<file path="src/rtl/rpnc_pkg.sv">
// Shared types and constants for the RPN stack calculator.
// Holds operation and status codes, port widths and the arithmetic unit request.
// No dependencies.
`timescale 1ns / 1ps

package rpnc_pkg;

    localparam int FUNC_W          = 3;
    localparam int OPERAND_W       = 32;
    localparam int DEPTH_W         = 9;
    localparam int STATUS_W        = 2;
    localparam int DEF_STACK_DEPTH = 256;
    localparam int DEF_DATA_WIDTH  = 32;

    typedef enum logic [FUNC_W-1:0] {
        FN_PUSH = 3'd0,
        FN_ADD  = 3'd1,
        FN_SUB  = 3'd2,
        FN_MUL  = 3'd3,
        FN_DIV  = 3'd4,
        FN_MOD  = 3'd5
    } func_t;

    typedef enum logic [STATUS_W-1:0] {
        ST_OK      = 2'd0,
        ST_UNDER   = 2'd1,
        ST_DIVZERO = 2'd2,
        ST_FULL    = 2'd3
    } status_t;

    typedef enum logic [1:0] {
        ALU_MUL = 2'd0,
        ALU_DIV = 2'd1,
        ALU_REM = 2'd2
    } alu_op_t;

    typedef struct packed {
        logic    start;
        alu_op_t op;
    } alu_req_t;

endpackage

</file>
<file path="src/rtl/rpnc_alu.sv">
// Bit-serial arithmetic unit: shift-add multiply and restoring divide/remainder.
// One bit per cycle in A_RUN, then one cycle with done high.
// Depends on rpnc_pkg.
`timescale 1ns / 1ps

module rpnc_alu #(
    parameter int DATA_WIDTH = rpnc_pkg::DEF_DATA_WIDTH
) (
    input  logic                   clk,
    input  logic                   rst_n,
    input  rpnc_pkg::alu_req_t     req,
    input  logic [DATA_WIDTH-1:0]  a,
    input  logic [DATA_WIDTH-1:0]  b,
    output logic                   done,
    output logic [DATA_WIDTH-1:0]  result
);
    import rpnc_pkg::*;

    localparam int CNTW = $clog2(DATA_WIDTH);

    typedef enum logic [1:0] {
        A_IDLE,
        A_RUN,
        A_DONE
    } astate_t;

    astate_t               state_reg, state_next;
    alu_op_t               op_reg, op_next;
    logic [CNTW-1:0]       cnt_reg, cnt_next;
    logic [DATA_WIDTH-1:0] acc_reg, acc_next;
    logic [DATA_WIDTH-1:0] opa_reg, opa_next;
    logic [DATA_WIDTH-1:0] opb_reg, opb_next;
    logic                  neg_q_reg, neg_q_next;
    logic                  neg_r_reg, neg_r_next;

    logic [DATA_WIDTH:0]   shifted;
    logic [DATA_WIDTH:0]   trial;
    logic [DATA_WIDTH-1:0] mag_a;
    logic [DATA_WIDTH-1:0] mag_b;

    assign mag_a   = a[DATA_WIDTH-1] ? (~a + 1'b1) : a;
    assign mag_b   = b[DATA_WIDTH-1] ? (~b + 1'b1) : b;
    // The partial remainder stays below the divisor, so one extra bit covers the shift.
    assign shifted = {acc_reg, opa_reg[DATA_WIDTH-1]};
    assign trial   = shifted - {1'b0, opb_reg};

    always_comb
    begin
        state_next = state_reg;
        op_next    = op_reg;
        cnt_next   = cnt_reg;
        acc_next   = acc_reg;
        opa_next   = opa_reg;
        opb_next   = opb_reg;
        neg_q_next = neg_q_reg;
        neg_r_next = neg_r_reg;
        case (state_reg)
            A_IDLE:
            begin
                if (req.start)
                begin
                    op_next    = req.op;
                    cnt_next   = CNTW'(DATA_WIDTH - 1);
                    acc_next   = '0;
                    neg_q_next = a[DATA_WIDTH-1] ^ b[DATA_WIDTH-1];
                    neg_r_next = a[DATA_WIDTH-1];
                    if (req.op == ALU_MUL)
                    begin
                        opa_next = a;
                        opb_next = b;
                    end
                    else
                    begin
                        opa_next = mag_a;
                        opb_next = mag_b;
                    end
                    state_next = A_RUN;
                end
            end
            A_RUN:
            begin
                if (op_reg == ALU_MUL)
                begin
                    if (opb_reg[0])
                    begin
                        acc_next = acc_reg + opa_reg;
                    end
                    opa_next = {opa_reg[DATA_WIDTH-2:0], 1'b0};
                    opb_next = {1'b0, opb_reg[DATA_WIDTH-1:1]};
                end
                else if (!trial[DATA_WIDTH])
                begin
                    acc_next = trial[DATA_WIDTH-1:0];
                    opa_next = {opa_reg[DATA_WIDTH-2:0], 1'b1};
                end
                else
                begin
                    acc_next = shifted[DATA_WIDTH-1:0];
                    opa_next = {opa_reg[DATA_WIDTH-2:0], 1'b0};
                end
                cnt_next = cnt_reg - 1'b1;
                if (cnt_reg == '0)
                begin
                    state_next = A_DONE;
                end
            end
            A_DONE:
            begin
                state_next = A_IDLE;
            end
            default:
            begin
                state_next = A_IDLE;
            end
        endcase
    end

    always_ff @(posedge clk or negedge rst_n)
    begin
        if (!rst_n)
        begin
            state_reg <= A_IDLE;
            op_reg    <= ALU_MUL;
            cnt_reg   <= '0;
            acc_reg   <= '0;
            opa_reg   <= '0;
            opb_reg   <= '0;
            neg_q_reg <= 1'b0;
            neg_r_reg <= 1'b0;
        end
        else
        begin
            state_reg <= state_next;
            op_reg    <= op_next;
            cnt_reg   <= cnt_next;
            acc_reg   <= acc_next;
            opa_reg   <= opa_next;
            opb_reg   <= opb_next;
            neg_q_reg <= neg_q_next;
            neg_r_reg <= neg_r_next;
        end
    end

    assign done = (state_reg == A_DONE);

    always_comb
    begin
        case (op_reg)
            ALU_MUL: result = acc_reg;
            ALU_DIV: result = neg_q_reg ? (~opa_reg + 1'b1) : opa_reg;
            ALU_REM: result = neg_r_reg ? (~acc_reg + 1'b1) : acc_reg;
            default: result = acc_reg;
        endcase
    end

endmodule

</file>
<file path="config.mk">
export PLATFORM = sky130hd
export DESIGN_NAME = rpnc_alu
export DESIGN_NICKNAME = d
export VERILOG_FILES = /design/src/rtl/rpnc_pkg.sv /design/src/rtl/rpnc_alu.sv
export SDC_FILE = /design/constraint.sdc
export NUM_CORES = 1
export LEC_CHECK = 0
export BUFFER_PORTS_ARGS = -buffer_cell sky130_fd_sc_hd__buf_2
export CAP_MARGIN = 15
export CORE_MARGIN = 1
export CORE_UTILIZATION = 35
export CTS_BUF_LIST = sky130_fd_sc_hd__clkbuf_16
export DETAILED_ROUTE_END_ITERATION = 10
export SETUP_SLACK_MARGIN = 0.15
export SYNTH_ARGS = -nofsm -noshare
export SYNTH_HDL_FRONTEND = slang
export SYNTH_SLANG_ARGS = --single-unit
</file>
<file path="constraint.sdc">
create_clock -name clk -period 6.7 [get_ports clk]
set_input_delay 1.34 -clock clk [delete_from_list [all_inputs] [get_ports clk]]
set_output_delay 1.34 -clock clk [all_outputs]
set_load 0.01 [all_outputs]
</file>
== Yosys cells after proc, flatten, opt, wreduce, memory -nomap -nowiden ==
Cells that the tools add are included.
Storage, ports and cells
  bits in registers: 107
  latch bits: 0
  bits in writable memories: 0
  memory bits (read-only): 0
  memories kept: 0
Operators by class
  add/sub/neg operators: 7
  multipliers: 0
  divide/modulo/power cells: 0
  magnitude comparators: 0
  equal/unequal tests: 8
  shift operators: 0
  mux-type cells: 24
  bitwise logic cells: 5
  reduce and logical (&&, ||, !) cells: 10
Operator list (count)
  $mux 32: 13
  $pmux 32 s2: 4
  $add 32x1->32 const B: 4
  $not 32->32: 4
  $sub 33x32->33: 1
  $add 32x32->32: 1
  $pmux 5 s2: 1
  $logic_not 2->1: 3
  $ne 2x2->1 const B: 3
  $reduce_and 2->1: 3
  $reduce_and 3->1: 2
  $logic_not 5->1: 1
  $mux 5: 1
  $sub 5x1->5 const B: 1
  $eq 2x1->1 const B: 2
  $eq 2x2->1 const B: 2
  $mux 2: 2
  $pmux 2 s2: 1
  $ne 3x3->1 const B: 1
  $mux 1: 2
  $reduce_bool 2->1: 1
  $xor 1x1->1: 1

== Logic depth before layout (Yosys ltp) ==
  depth in word-level cells: 6
  depth in mapped cells: 14
  gate-level depth less buffers: 12

== Worst setup path after synthesis ==
No wires, ideal clock.
  path type: reg-to-output
  start: register acc_reg[13]
  end: output result[29]
  arrival: 3262 ps
  required time: 5360 ps
  path slack: 2098 ps
  cell stages (with the launch flop): 9
  path buffers: 0
  path through: dfrtp_1 or4_1 or3_1 or3_1 or2_2 or3_1 o41ai_2 mux2_2 a221o_1
On the way
  word-level cells in the longest chain between the ends: 4
Ends and longest elaborated chain
  start: declaration: line rpnc_alu.sv:30  | logic [DATA_WIDTH-1:0] acc_reg, acc_next;
  start signal: assignment: line rpnc_alu.sv:136  | acc_reg <= acc_next;
  $not 32->32: line rpnc_alu.sv:151  | ALU_REM: result = neg_r_reg ? (~acc_reg + 1'b1) : acc_reg;
  $add 32x1->32: line rpnc_alu.sv:151
  $mux 32: line rpnc_alu.sv:151
  $pmux 32 s2: line rpnc_alu.sv:148  | case (op_reg)
  end: declaration: line rpnc_alu.sv:15  | output logic [DATA_WIDTH-1:0] result
No other way between the ends.

== Worst setup path after layout ==
Ends and elaborated chain as after synthesis.

==> metrics.txt <==
warnings from Yosys=0; Die Footprint=0.0345 mm2; CTS sink count=107; top cell type's share of synthesized area=0.227; r2r setup slk=2.23 ns; CP top delay family=simple AND/OR/NAND/NOR gates; MaxCap Viol Count=0; Synth area leaders=dfrtp_1 23%, ha_1 7.6%, o21ai_0 7.2%; CTS root buf=clkbuf_16; CTS H-tree lvls=3; cts hold-fix bufs=0; diode count=0; worst-margin pin slew=1.17 ns; asr flop ratio synth=1.00; Startpoint Class=flop; grt ovf=0; clk_skew=0.0188 ns; CP endpoint kind=output port; crit-path max FO=8; max-slew violations=0; drt via density=5.91; CTS tree=done; Num CTS Buffers=9; Main synth FF type=dfrtp_1; Most common cell on crit path=or3_1; TritonRoute pass-1 iters=5; Post-Route WL=40.7 mm; Yosys top cell by area=dfrtp_1; Crit Path Class=reg -> out; HP Class=reg -> reg; setup_tns=0 ns; synth unique cells=between 70 and 80; Die W=~190 um; critical path's largest stage delay=0.60 ns; Seq cells post-synth=107; vias in the first global route=around 11,000; CTS clk-pin slew, worst paths=approximately 0.08 ns; post-synthesis net count=1,701; fin crit period=5.39 ns; Initial Util=0.359; Crit path arrival time=4.05 ns; I/O pin total=about 100; I/O Buffers=101; mapped cell area=0.0118 mm2; Starting DRT DRC Count=around 1,100; top achievable clock speed=about 0.19 GHz; Wirelength per Cell=19.9 um; Placer Congestion=0.934; status=finished, final reports clean; DR vias=~12,000; Resize count post-CTS=0; number of nets still failing antenna checks after routing=0; Required @ worst endpoint=5.36 ns; global-route wire length before repair=63.3 mm; drt drc=0; Chip Height=186 um; number of flops mapped to enable cells by yosys=0; fin nets=about 1,700; RSZ-0062 raised after global routing=false; setup bufs post-CTS=0; CP max stage cell=or4_1; Worst slew margin=0.223; layout cell share with drive strength beyond 1=0.106; crit-path cells=or4_1 > or3_1 > or3_1 > or2_2 > or3_1 > o41ai_2 > mux2_2 > a221o_1 > buf_2; syn avg cell area=7.58 um2; CORE AREA=0.0329 mm2; global-route usage over all layers=0.238; largest net degree at the start of global routing=60; endpoints failing hold=0; Worst Path Buf+Inv=1; Synth Instances=approximately 1,600; # rows=between 60 and 70; dpl hpwl=31.5 mm; Setup Viol. Count Final=0; most frequent cells in the layout=168 x o21ai_0, 164 x nand2_1, 107 x dfrtp_1; commonest non-fill, non-tap cell in the layout=o21ai_0; share of the yosys chip area belonging to registers=0.227; Longest Clk Path Bufs=2; Final Cycle Share=0.804; Layout area overhead=9.63%; Clk Latency, worst-skew pair=roughly 0.37 ns; antenna violations before repair=0
-- cells by family after synthesis --
family,Yosys count,synth area share
AO/OA/AOI/OAI,548,0.302
XOR/XNOR,136,0.101
adder cells (fa/ha/maj),74,0.0797
buffers and inverters,170,0.0544
flip-flops,107,0.227
multiplexers,48,0.0425
AND/OR/NAND/NOR,475,0.194
-- per-layer routing --
layer	routed length, um	vias up	GRT usage
met5	0	-	0
met4	1400	0	0.0898
met3	2210	60	0.0258
met2	18700	384	0.390
met1	18400	5797	0.319
li1	-	5815	-
-- worst register-to-register path, stage by stage (launching register included) --
cell and delay, ns:
dfrtp_1 0.51, inv_1 0.10, ha_1 0.23, fa_1 0.41, nor2b_1 0.18, o2111ai_1 0.21
a21oi_1 0.33, o31ai_1 0.14, o211ai_1 0.27, a31oi_1 0.21, xnor2_2 0.64, buf_4 0.45
mux2_2 0.38, a221o_1 0.31
-- cell usage after synthesis (8+ instances only) --
library cell and instances:
o41ai_1 11, mux2_2 17, a221o_1 26, a31oi_1 19
dfrtp_1 107, nand2b_1 22, o22ai_1 8, inv_1 78
nor2b_1 12, a21o_1 25, o211ai_1 41, nand3_1 33
and3_1 10, o31ai_1 23, buf_1 9, a22oi_1 50
or3_1 18, ha_1 72, or4_1 11, o21ai_0 169
nor3b_1 10, nand4_1 12, a21oi_1 106, xnor2_1 78
o221ai_1 14, nor2_1 105, xor2_1 58, nand2_1 164
mux2i_1 31, nor3_1 36, clkbuf_1 80, nor4_1 16
-- worst paths after layout --
| kind | from | to | cells after the start |
|---|---|---|---|
| max in group asynchronous | rst_n | opa_reg[15] | 2 |
| hold / removal | opb_reg[31] | opb_reg[30] | 2 |
| setup / recovery | acc_reg[13] | result[29] | 9 |
| min in group asynchronous | rst_n | acc_reg[16] | 1 |
| setup reg to reg | opa_reg[31] | acc_reg[23] | 13 |
| hold reg to reg | opb_reg[31] | opb_reg[30] | 2 |
-- cell type report --
| cell class | instances | area, um2 |
|---|---|---|
| inverter | 78 | 293 |
| tap | 442 | 553 |
| sequential | 107 | 2680 |
| multi-input combinational | 1281 | 8500 |
| clock buffer | 9 | 225 |
| timing repair buffer | 116 | 621 |
| clock inverter | 7 | 67.6 |
| fill | 3461 | 19900 |
-- through the flow --
stage                      util  setup slack, ns  area [um2]  hold WS (ns)  instances
after global routing      0.394             1.22       12900         0.562       2040
after CTS                 0.394             1.32       12900         0.500       2040
final                     0.394             1.31       12900         0.509       2040
after floorplan               -             2.10       11800         0.472       1558
after global placement    0.385             1.76       12600         0.489       2024
after detailed placement  0.385             1.74       12600         0.491       2024
Power is not shown: default switching activity piles up to over one toggle a cycle in this logic, so the estimate is an artifact.
